--- src/sv/fbprc_pkg.sv ---
// Shared types and constants for the flat bad pixel row classifier.
`default_nettype none

package fbprc_pkg;

   // Configuration port geometry.
   localparam int CSR_INDEX_W = 2;
   localparam int CSR_DATA_W  = 32;

   // Register indexes on the configuration port.
   localparam logic [CSR_INDEX_W-1:0] REG_ROW_WIDTH      = 2'd0;
   localparam logic [CSR_INDEX_W-1:0] REG_LOW_THRESHOLD  = 2'd1;
   localparam logic [CSR_INDEX_W-1:0] REG_HIGH_THRESHOLD = 2'd2;
   localparam logic [CSR_INDEX_W-1:0] REG_MAX_BAD        = 2'd3;

   // Width of the row width register, the bad count and its limit.
   localparam int COUNT_W = 12;

   // Pixel values and thresholds are signed Q16.16.
   localparam int PIXEL_W = 32;

   // Register reset values.
   localparam logic [COUNT_W-1:0]        ROW_WIDTH_RESET = 12'd2048;
   localparam logic signed [PIXEL_W-1:0] LOW_THR_RESET   = 32'sd32768;
   localparam logic signed [PIXEL_W-1:0] HIGH_THR_RESET  = 32'sd131072;
   localparam logic [COUNT_W-1:0]        MAX_BAD_RESET   = 12'd2048;

   // Saturation value of the per-row bad count.
   localparam logic [COUNT_W-1:0] COUNT_MAX = {COUNT_W{1'b1}};

   // Per-pixel classification as held in the row store.
   typedef struct packed {
      logic order;
      logic flat;
   } mark_type;

endpackage

`default_nettype wire

--- src/sv/fbprc_pixel_class.sv ---
// Per-pixel classification against the flat thresholds.
`default_nettype none

module fbprc_pixel_class (
   input  logic                                  is_nan,
   input  logic                                  is_infinite,
   input  logic signed [fbprc_pkg::PIXEL_W-1:0]  pixel_value,
   input  logic signed [fbprc_pkg::PIXEL_W-1:0]  low_threshold,
   input  logic signed [fbprc_pkg::PIXEL_W-1:0]  high_threshold,
   output fbprc_pkg::mark_type                   mark
);
   import fbprc_pkg::*;

   logic below_low;
   logic above_high;

   assign below_low  = pixel_value < low_threshold;
   assign above_high = pixel_value > high_threshold;

   // An infinite pixel gets no mark, even when it is also flagged as NaN.
   always_comb begin
      mark = '0;
      priority if (is_infinite) begin
         mark = '0;
      end else if (is_nan) begin
         mark.order = 1'b1;
      end else begin
         mark.flat = below_low | above_high;
      end
   end

endmodule

`default_nettype wire

--- config.mk ---
export PLATFORM = sky130hd
export DESIGN_NAME = fbprc_pixel_class
export DESIGN_NICKNAME = d
export VERILOG_FILES = /design/src/sv/fbprc_pkg.sv /design/src/sv/fbprc_pixel_class.sv
export SDC_FILE = /design/constraint.sdc
export NUM_CORES = 1
export LEC_CHECK = 0
export BUFFER_PORTS_ARGS = -buffer_cell sky130_fd_sc_hd__buf_2
export CAP_MARGIN = 0
export CORE_MARGIN = 4
export CORE_UTILIZATION = 45
export DETAILED_ROUTE_END_ITERATION = 10
export PLACE_DENSITY = 0.81
export SETUP_SLACK_MARGIN = 0.2
export SYNTH_ARGS = -nofsm -noshare
export SYNTH_HDL_FRONTEND = slang
export SYNTH_SLANG_ARGS = --single-unit
--- constraint.sdc ---
create_clock -name vclk -period 3.7
set_input_delay 0.37 -clock vclk [all_inputs]
set_output_delay 0.37 -clock vclk [all_outputs]
set_load 0.005 [all_outputs]
* Word-level counts from Yosys, hierarchy flattened *
Index checks and enable logic that the tools add are counted.

word-level totals
  register bits = 0
  bits of input ports = 98
  output and inout port bits = 2
  logic and storage cells = 6

cells by class
  magnitude comparators = 2
  muxes and demuxes = 3
  bitwise operators = 1

operators by type and width
  cell          count
  $gt 32x32->1  1
  $lt 32x32->1  1
  $mux 1        2
  $mux 2        1
  $or 1x1->1    1

* Depth between registers and ports, before layout *
Gate-level depths: netlist of run 1.

  depth in word-level cells = 4
  gate-level depth with buffers = 8
  depth with buffers taken out = 8

* Worst setup path after synthesis of run 1 *
Ideal clock, no wire load.

  path type = input to output
  start = input port high_threshold[30] (netlist name)
  end = output port mark[0] (netlist name)
  data arrival time = 2.003 ns
  data required time = 3.330 ns
  path slack = 1.327 ns
  cell stages on the path = 7
  path buffers = 0
  path through = inv_1 ha_1 nand4_2 or4_4 or4_1 o311ai_1 a311oi_1

RTL lines
  element      RTL line                 RTL
  from (decl)  fbprc_pixel_class.sv:9   input logic signed [fbprc_pkg::PIXEL_W-1:0] high_threshold,
  to (decl)    fbprc_pixel_class.sv:10  output fbprc_pkg::mark_type mark

==> results.toml, run 1 <==
[clock_tree]
post_cts_buffers = 0
post_cts_resized = 0
hold_buffers = 0

[routing]
drtAntennaViolNets = 0
first_pass_iters = 3
drtIter0Drc = 24
post_drt_wl_per_cell_microns = 10.8
vias = 1824
post-route-drc-count = 0
drt-total-wl_mm = 4.08
viasPerCell = 4.85

[status]
status = "complete, no violations"

[logic_synthesis]
synth.largest_area_cell = "ha_1"
synth.distinct_cells = 29
syn-num-nets = 391
syn_avg_cell_area_sq_um = 7.03
synth_warnings = 0
synth_area_leaders = "ha_1 49%, inv_1 16%, a21oi_1 7.4%"
synth.most_common_cell = "inv_1"
synthTopCellsByCount = "67 x inv_1, 63 x ha_1, 24 x a21oi_1"
synthCells = 230
yosysSeqAreaShare = 0
synthesis.area_sq_um = 1620
yosysTopAreaCellShare = 0.487

[power_and_ir_drop]
power.total_w = 0.000214
ir_drop_mv = 0.0438
power_density_nw_per_um2 = 98.2
total_leakage_power_nw = 1.42

[timing]
finalCritPeriodShare = 0.732
fmax_ghz = 0.369
period_needed_ps = 2710
worst_pin_slew_ps = 363
rsz0062_at_grt = "no"
finalSetupViolCount = 0
layout_setup_ws_ps = 991
finalMaxSlewViolations = 0
hold_violations = 0
relSlewSlack = 0.758
worst_hold_slack_ps = 985
timing.setup.tns_ps = 0

[finish]
antenna-diode-count = 0
seq_cells = 0
layout.nets = 493
clkbuf_count = 0
area_delta_synth_final_pct = 34.5
drive_above_1_share = 0.312
seqCellArea_sq_um = 0
final_util = 0.637

[global_route]
grt_pass1_wl_mm = 6.47
gr-usage-all-layers = 0.169
antenna_found_initial = 0
grt_pass1_vias = 1781
grt_start_max_net_pins = 5
overflow = 0

[hold_path]
hold_path_depth = 3
hp-class = "in2out"

[setup_path]
critical_path_class = "in2out"
cp_max_fo = 4
cp-start-kind = "primary input"
critPathCaptureType = "output pin"
required_ps = 3330
crit_arrival_ps = 2340

[placed_design]
dp.final_hpwl_mm = 3.92
gp_congestion = 0.744
numPortBuffers = 100
preCtsSetupSlack_ps = 986

[floorplanning]
io_pins = 100
rows = 21
fp.dieH_microns = 68.0
die_area_sq_um = 4620
initial_core_util = 0.474
core_sq_um = 3420
dieWidth_microns = 68.0

[flow_run]
maxCapViolCount = 0
## stage by stage
stage / std cells / instance area [sq um]
after global placement: 376 / 2180
final: 376 / 2180
after floorplan: 230 / 1620
after global routing: 376 / 2180
after CTS: 376 / 2180
after detailed placement: 376 / 2180
## cell type report
| cell class | instances | area, sq um |
|---|---|---|
| multi-input cells | 163 | 1370 |
| fillers | 328 | 1240 |
| repair buffers | 100 | 500 |
| inverters | 67 | 251 |
| well taps | 46 | 57.6 |
## power by group
part           total, W  internal [W]  switching, W
registers             0             0             0
clock network         0             0             0
logic          0.000214      0.000109      0.000105
## routing by layer
metal	global-route usage	routed length, microns
met2	0.349	2010
met1	0.192	1700
met4	0.00993	15
met5	0	0
met3	0.00985	348
## worst paths after layout
check	startpoint	end	slack, ps
max	pixel_value[30]	mark[0]	990
min	is_infinite	mark[1]	980
## logic make-up after synthesis
| group | Yosys count | synth area share |
|---|---|---|
| buf+inv | 67 | 0.155 |
| fa+ha+maj | 63 | 0.487 |
| compound gates | 51 | 0.195 |
| simple gates | 49 | 0.162 |
## worst max-delay path, cell delays in order
cell,delay (ps)
buf_2,110
ha_1,340
nand4_2,150
or4_4,570
or4_1,400
o311ai_1,100
a311oi_1,140
buf_2,150
## layout by cell type, fill, tap and decap left out, drive strengths merged
cell type | synthesis | routed
inv | 67 | 67
nand3b | 1 | 1
or2 | 1 | 1
and4 | 2 | 2
a221oi | 4 | 4
a21oi | 24 | 24
o41a | 1 | 1
o211ai | 1 | 1
nand3 | 4 | 4
nand4 | 9 | 9
buf | 0 | 100
a311oi | 1 | 1
nand2 | 19 | 19
a41oi | 1 | 1
or4 | 2 | 2
a2111o | 1 | 1
nor2b | 1 | 1
nor2 | 3 | 3
nor3 | 2 | 2
o21ai | 10 | 10
nor4 | 1 | 1
nand2b | 3 | 3
ha | 63 | 63
a2bb2oi | 1 | 1
a211oi | 2 | 2
a21o | 4 | 4
o311ai | 1 | 1
or3 | 1 | 1
Note: power is estimated with default switching activity, not from simulation.
==> run 2, diff against run 1 <==
--- a/config.mk
+++ b/config.mk
@@ -8,9 +8,9 @@
 export BUFFER_PORTS_ARGS = -buffer_cell sky130_fd_sc_hd__buf_2
 export CAP_MARGIN = 0
 export CORE_MARGIN = 4
-export CORE_UTILIZATION = 45
+export CORE_UTILIZATION = 42
 export DETAILED_ROUTE_END_ITERATION = 10
-export PLACE_DENSITY = 0.81
+export PLACE_DENSITY = 0.8
 export SETUP_SLACK_MARGIN = 0.2
 export SYNTH_ARGS = -nofsm -noshare
 export SYNTH_HDL_FRONTEND = slang
==> constraint.sdc (replaced) <==
create_clock -name vclk -period 2.4
set_input_delay 0.24 -clock vclk [all_inputs]
set_output_delay 0.24 -clock vclk [all_outputs]
set_load 0.005 [all_outputs]
==> run 2 against run 1 <==
Effect of this change:
- utilization grew 3.9 points
- sequential share of layout area unchanged
- design area rose by 15%
- total power rose by 87%
- first-iteration DRC count rose to 2.9 times the previous value
- combinational power is 86% higher
- highest routed layer unchanged
==> results.toml, run 2 (synthesized netlist as in run 1, its figures left out) <==
[status]
status = "complete, no violations"

[setup_path]
critical_path_class = "in2out"
critPathCapture = "mark[0]"
cp-start-kind = "primary input"
startpoint = "pixel_value[28]"
worst_path_max_delay_cell = "or4_4"
required_ps = 2160
cp.depth = 8
slowest_delay_ps = 560
path_delay_family = "simple AND/OR/NAND/NOR gates"
crit_arrival_ps = 2150
cp_cell_sequence = "buf_2 -> ha_1 -> nand4_4 -> or4_4 -> or4_4 -> o311ai_2 -> a311oi_2 -> buf_2"
cp_num_buf_inv = 2
cp_max_fo = 4
critPathCaptureType = "output pin"

[floorplanning]
io_pins = 100
fp.dieH_microns = 70.1
dieWidth_microns = 70.1
die_area_sq_um = 4910
initial_core_util = 0.439
rows = 22
core_sq_um = 3690

[finish]
seqCellArea_sq_um = 0
drive_above_1_share = 0.397
final_cell_mix = "100 x buf_2, 67 x inv_1, 51 x ha_1, 23 x a21oi_1, 18 x nand2_1"
layout.nets = 508
multi_input_area_sq_um = 1570
final_util = 0.676
seq_cells = 0
mostFrequentLayoutCell = "buf_2"
antenna-diode-count = 0
area_delta_synth_final_pct = 54.1
nFillCells = 356
clkbuf_count = 0

[power_and_ir_drop]
power_density_nw_per_um2 = 160
power.total_w = 0.000399
total_leakage_power_nw = 1.50
ir_drop_mv = 0.0752

[routing]
drt-total-wl_mm = 4.62
drtIter0Drc = 70
vias = 1942
viasPerCell = 4.94
post_drt_wl_per_cell_microns = 11.8
drtAntennaViolNets = 0
post-route-drc-count = 0
first_pass_iters = 4

[global_route]
grt_pass1_vias = 1915
grt_pass1_wl_mm = 7.42
grt_start_max_net_pins = 5
overflow = 0
gr-usage-all-layers = 0.169
antenna_found_initial = 0

[timing]
relSlewSlack = 0.753
worst_pin_slew_ps = 370
finalCritPeriodShare = 0.996
timing.setup.tns_ps = 0
fmax_ghz = 0.418
hold_violations = 0
rsz0062_at_grt = "yes"
finalSetupViolCount = 0
period_needed_ps = 2390
finalMaxSlewViolations = 0

[hold_path]
hp-class = "in2out"

[placed_design]
gp_congestion = 0.821
numPortBuffers = 100
dp.final_hpwl_mm = 4.15

[clock_tree]
hold_buffers = 0

[flow_run]
maxCapViolCount = 0
-- run 2: cell type report --
class              count  area share
inverters             67       0.101
multi-input cells    163       0.629
well taps             48      0.0241
repair buffers       115       0.246
-- run 2: timing repair --
action	in CTS	in global routing
setup endpoints to repair	1	1
gates resized for setup	3	18
buffers inserted	1	1
pin swaps	4	6
-- run 2: where the power goes --
part	switching (W)	leakage (nW)	total [W]	internal, W
clock	0	0	0	0
sequential	0	0	0	0
combinational	0.000189	1.50	0.000399	0.000210
-- run 2: through the flow --
step                worst slack [ps]  cell area [sq um]  instances  hold WS (ps)
detailed placement             -70.4               2280        391           729
finish                          8.81               2490        393           746
global placement               -41.9               2280        391           728
CTS                            -28.3               2320        392           730
floorplan                        287               1620        230           510
global route                   -82.9               2490        393           756
-- run 2: worst min path at each step --
| stage | to | slack (ps) | cells after the start | startpoint |
|---|---|---|---|---|
| after floorplan | mark[0] | 510 | 1 | is_nan |
| after global placement | mark[1] | 730 | 3 | is_infinite |
| after detailed placement | mark[1] | 730 | 3 | is_infinite |
| after CTS | mark[1] | 730 | 3 | is_infinite |
| after global routing | mark[1] | 760 | 3 | is_infinite |
| final | mark[1] | 750 | 3 | is_infinite |
-- run 2: metal layers --
layer	up-vias	routed length (microns)	global-route usage
met2	75	2360	0.325
met4	0	48	0.0128
met3	4	399	0.0273
li1	1032	-	-
met5	-	0	0
met1	831	1820	0.203
==> run 3, diff against run 2 <==
--- a/config.mk
+++ b/config.mk
@@ -8,9 +8,9 @@
 export BUFFER_PORTS_ARGS = -buffer_cell sky130_fd_sc_hd__buf_2
 export CAP_MARGIN = 0
 export CORE_MARGIN = 4
-export CORE_UTILIZATION = 42
+export CORE_UTILIZATION = 45
 export DETAILED_ROUTE_END_ITERATION = 10
-export PLACE_DENSITY = 0.8
+export PLACE_DENSITY = 0.81
 export SETUP_SLACK_MARGIN = 0.2
 export SYNTH_ARGS = -nofsm -noshare
 export SYNTH_HDL_FRONTEND = slang
==> constraint.sdc (replaced) <==
create_clock -name vclk -period 2.9
set_input_delay 0.29 -clock vclk [all_inputs]
set_output_delay 0.29 -clock vclk [all_outputs]
set_load 0.005 [all_outputs]
==> run 3 against run 2 <==
Effect of this change:
- first-iteration DRC count fell by 51%
- global-route usage is 0.53 points lower
- cell count shrank 4.3%
- die area fell by 5.9%
- total power decreased by 32%
- combinational power is 32% lower
- sequential cell count stayed put
- non-clock buffer count fell by 15
==> results.toml, run 3 (synthesized netlist as in run 1, its figures left out) <==
[floorplanning]
rows = 21
fp.dieH_microns = 68.0
io_pins = 100
initial_core_util = 0.474
core_sq_um = 3420
dieWidth_microns = 68.0
die_area_sq_um = 4620

[finish]
clkbuf_count = 0
seq_cells = 0
drive_above_1_share = 0.312
area_delta_synth_final_pct = 34.5
mostFrequentLayoutCell = "buf_2"
layout.nets = 493
nFillCells = 332
seqCellArea_sq_um = 0
final_cell_mix = "100 x buf_2, 67 x inv_1, 63 x ha_1, 24 x a21oi_1, 19 x nand2_1"
antenna-diode-count = 0

[global_route]
grt_pass1_wl_mm = 6.31
overflow = 0
gr-usage-all-layers = 0.164
antenna_found_initial = 0
grt_start_max_net_pins = 5
use_met3 = 0.00985
grt_util_met2 = 0.353
grt_pass1_vias = 1789
globalRouteMet1Util = 0.175
grt-busiest-layer = "met2"

[placed_design]
numPortBuffers = 100
gp_congestion = 0.744
dp.final_hpwl_mm = 3.90
preCtsSetupSlack_ps = 375

[setup_path]
crit_arrival_ps = 2240
cp_cell_sequence = "buf_2 -> ha_1 -> nand4_2 -> or4_4 -> or4_1 -> o311ai_1 -> a311oi_1 -> buf_2"
startpoint = "pixel_value[30]"
required_ps = 2610
slowest_delay_ps = 570
critical_path_class = "in2out"
path_delay_family = "simple AND/OR/NAND/NOR gates"
cpMostUsedCell = "buf_2"
cp_max_fo = 4
critPathCaptureType = "output pin"
cp-start-kind = "primary input"
cp_num_buf_inv = 2
worst_path_max_delay_cell = "or4_4"

[routing]
post_drt_wl_per_cell_microns = 10.8
viasPerCell = 4.81
vias = 1810
first_pass_iters = 4
drtAntennaViolNets = 0
drtIter0Drc = 34
drt-total-wl_mm = 4.05
post-route-drc-count = 0

[timing]
fmax_ghz = 0.396
layout_setup_ws_ps = 374
finalCritPeriodShare = 0.871
period_needed_ps = 2530
relSlewSlack = 0.756
finalSetupViolCount = 0
worst_pin_slew_ps = 367
finalMaxSlewViolations = 0
timing.setup.tns_ps = 0
rsz0062_at_grt = "no"
hold_violations = 0

[clock_tree]
hold_buffers = 0
post_cts_buffers = 0
post_cts_resized = 0

[flow_run]
maxCapViolCount = 0

[power_and_ir_drop]
ir_drop_mv = 0.0554
power.total_w = 0.000272
total_leakage_power_nw = 1.42
power_density_nw_per_um2 = 125

[hold_path]
hp-class = "in2out"
holdCritStartpoint = "is_infinite"

[status]
status = "complete, no violations"
run 3: changes by cell type in the layout (fill, tap and decap cells not counted), sizes merged:
| cell | previous run | this run |
|---|---|---|
| buf | 115 | 100 |
run 3: layer usage:
layer	up-vias	wire, microns
li1	998	-
met1	742	1650
met2	68	2000
met3	2	383
met4	0	17
met5	-	0
run 3: final timing paths:
check             endpoint  slack (ps)  depth (start not counted)
setup / recovery   mark[0]         370                          8
hold / removal     mark[1]         820                          3
run 3: where the power goes:
| part | internal, W | switching (W) |
|---|---|---|
| combinational | 0.000139 | 0.000133 |
| sequential | 0 | 0 |
| clock | 0 | 0 |
| total | 0.000139 | 0.000133 |
run 3: area by class of cell:
cell class / instances / area [sq um] / area share
Inverter: 67 / 251 / 0.116
Timing Repair Buffer: 100 / 500 / 0.230
Tap cell: 46 / 57.6 / 0.0265
Multi-Input combinational cell: 163 / 1370 / 0.628
run 3: per-stage QoR:
step | area (sq um) | cells | hold slack [ps] | utilization
floorplan | 1620 | 230 | 610 | -
global placement | 2180 | 376 | 826 | 0.637
detailed placement | 2180 | 376 | 823 | 0.637
CTS | 2180 | 376 | 824 | 0.637
global route | 2180 | 376 | 832 | 0.637
finish | 2180 | 376 | 825 | 0.637
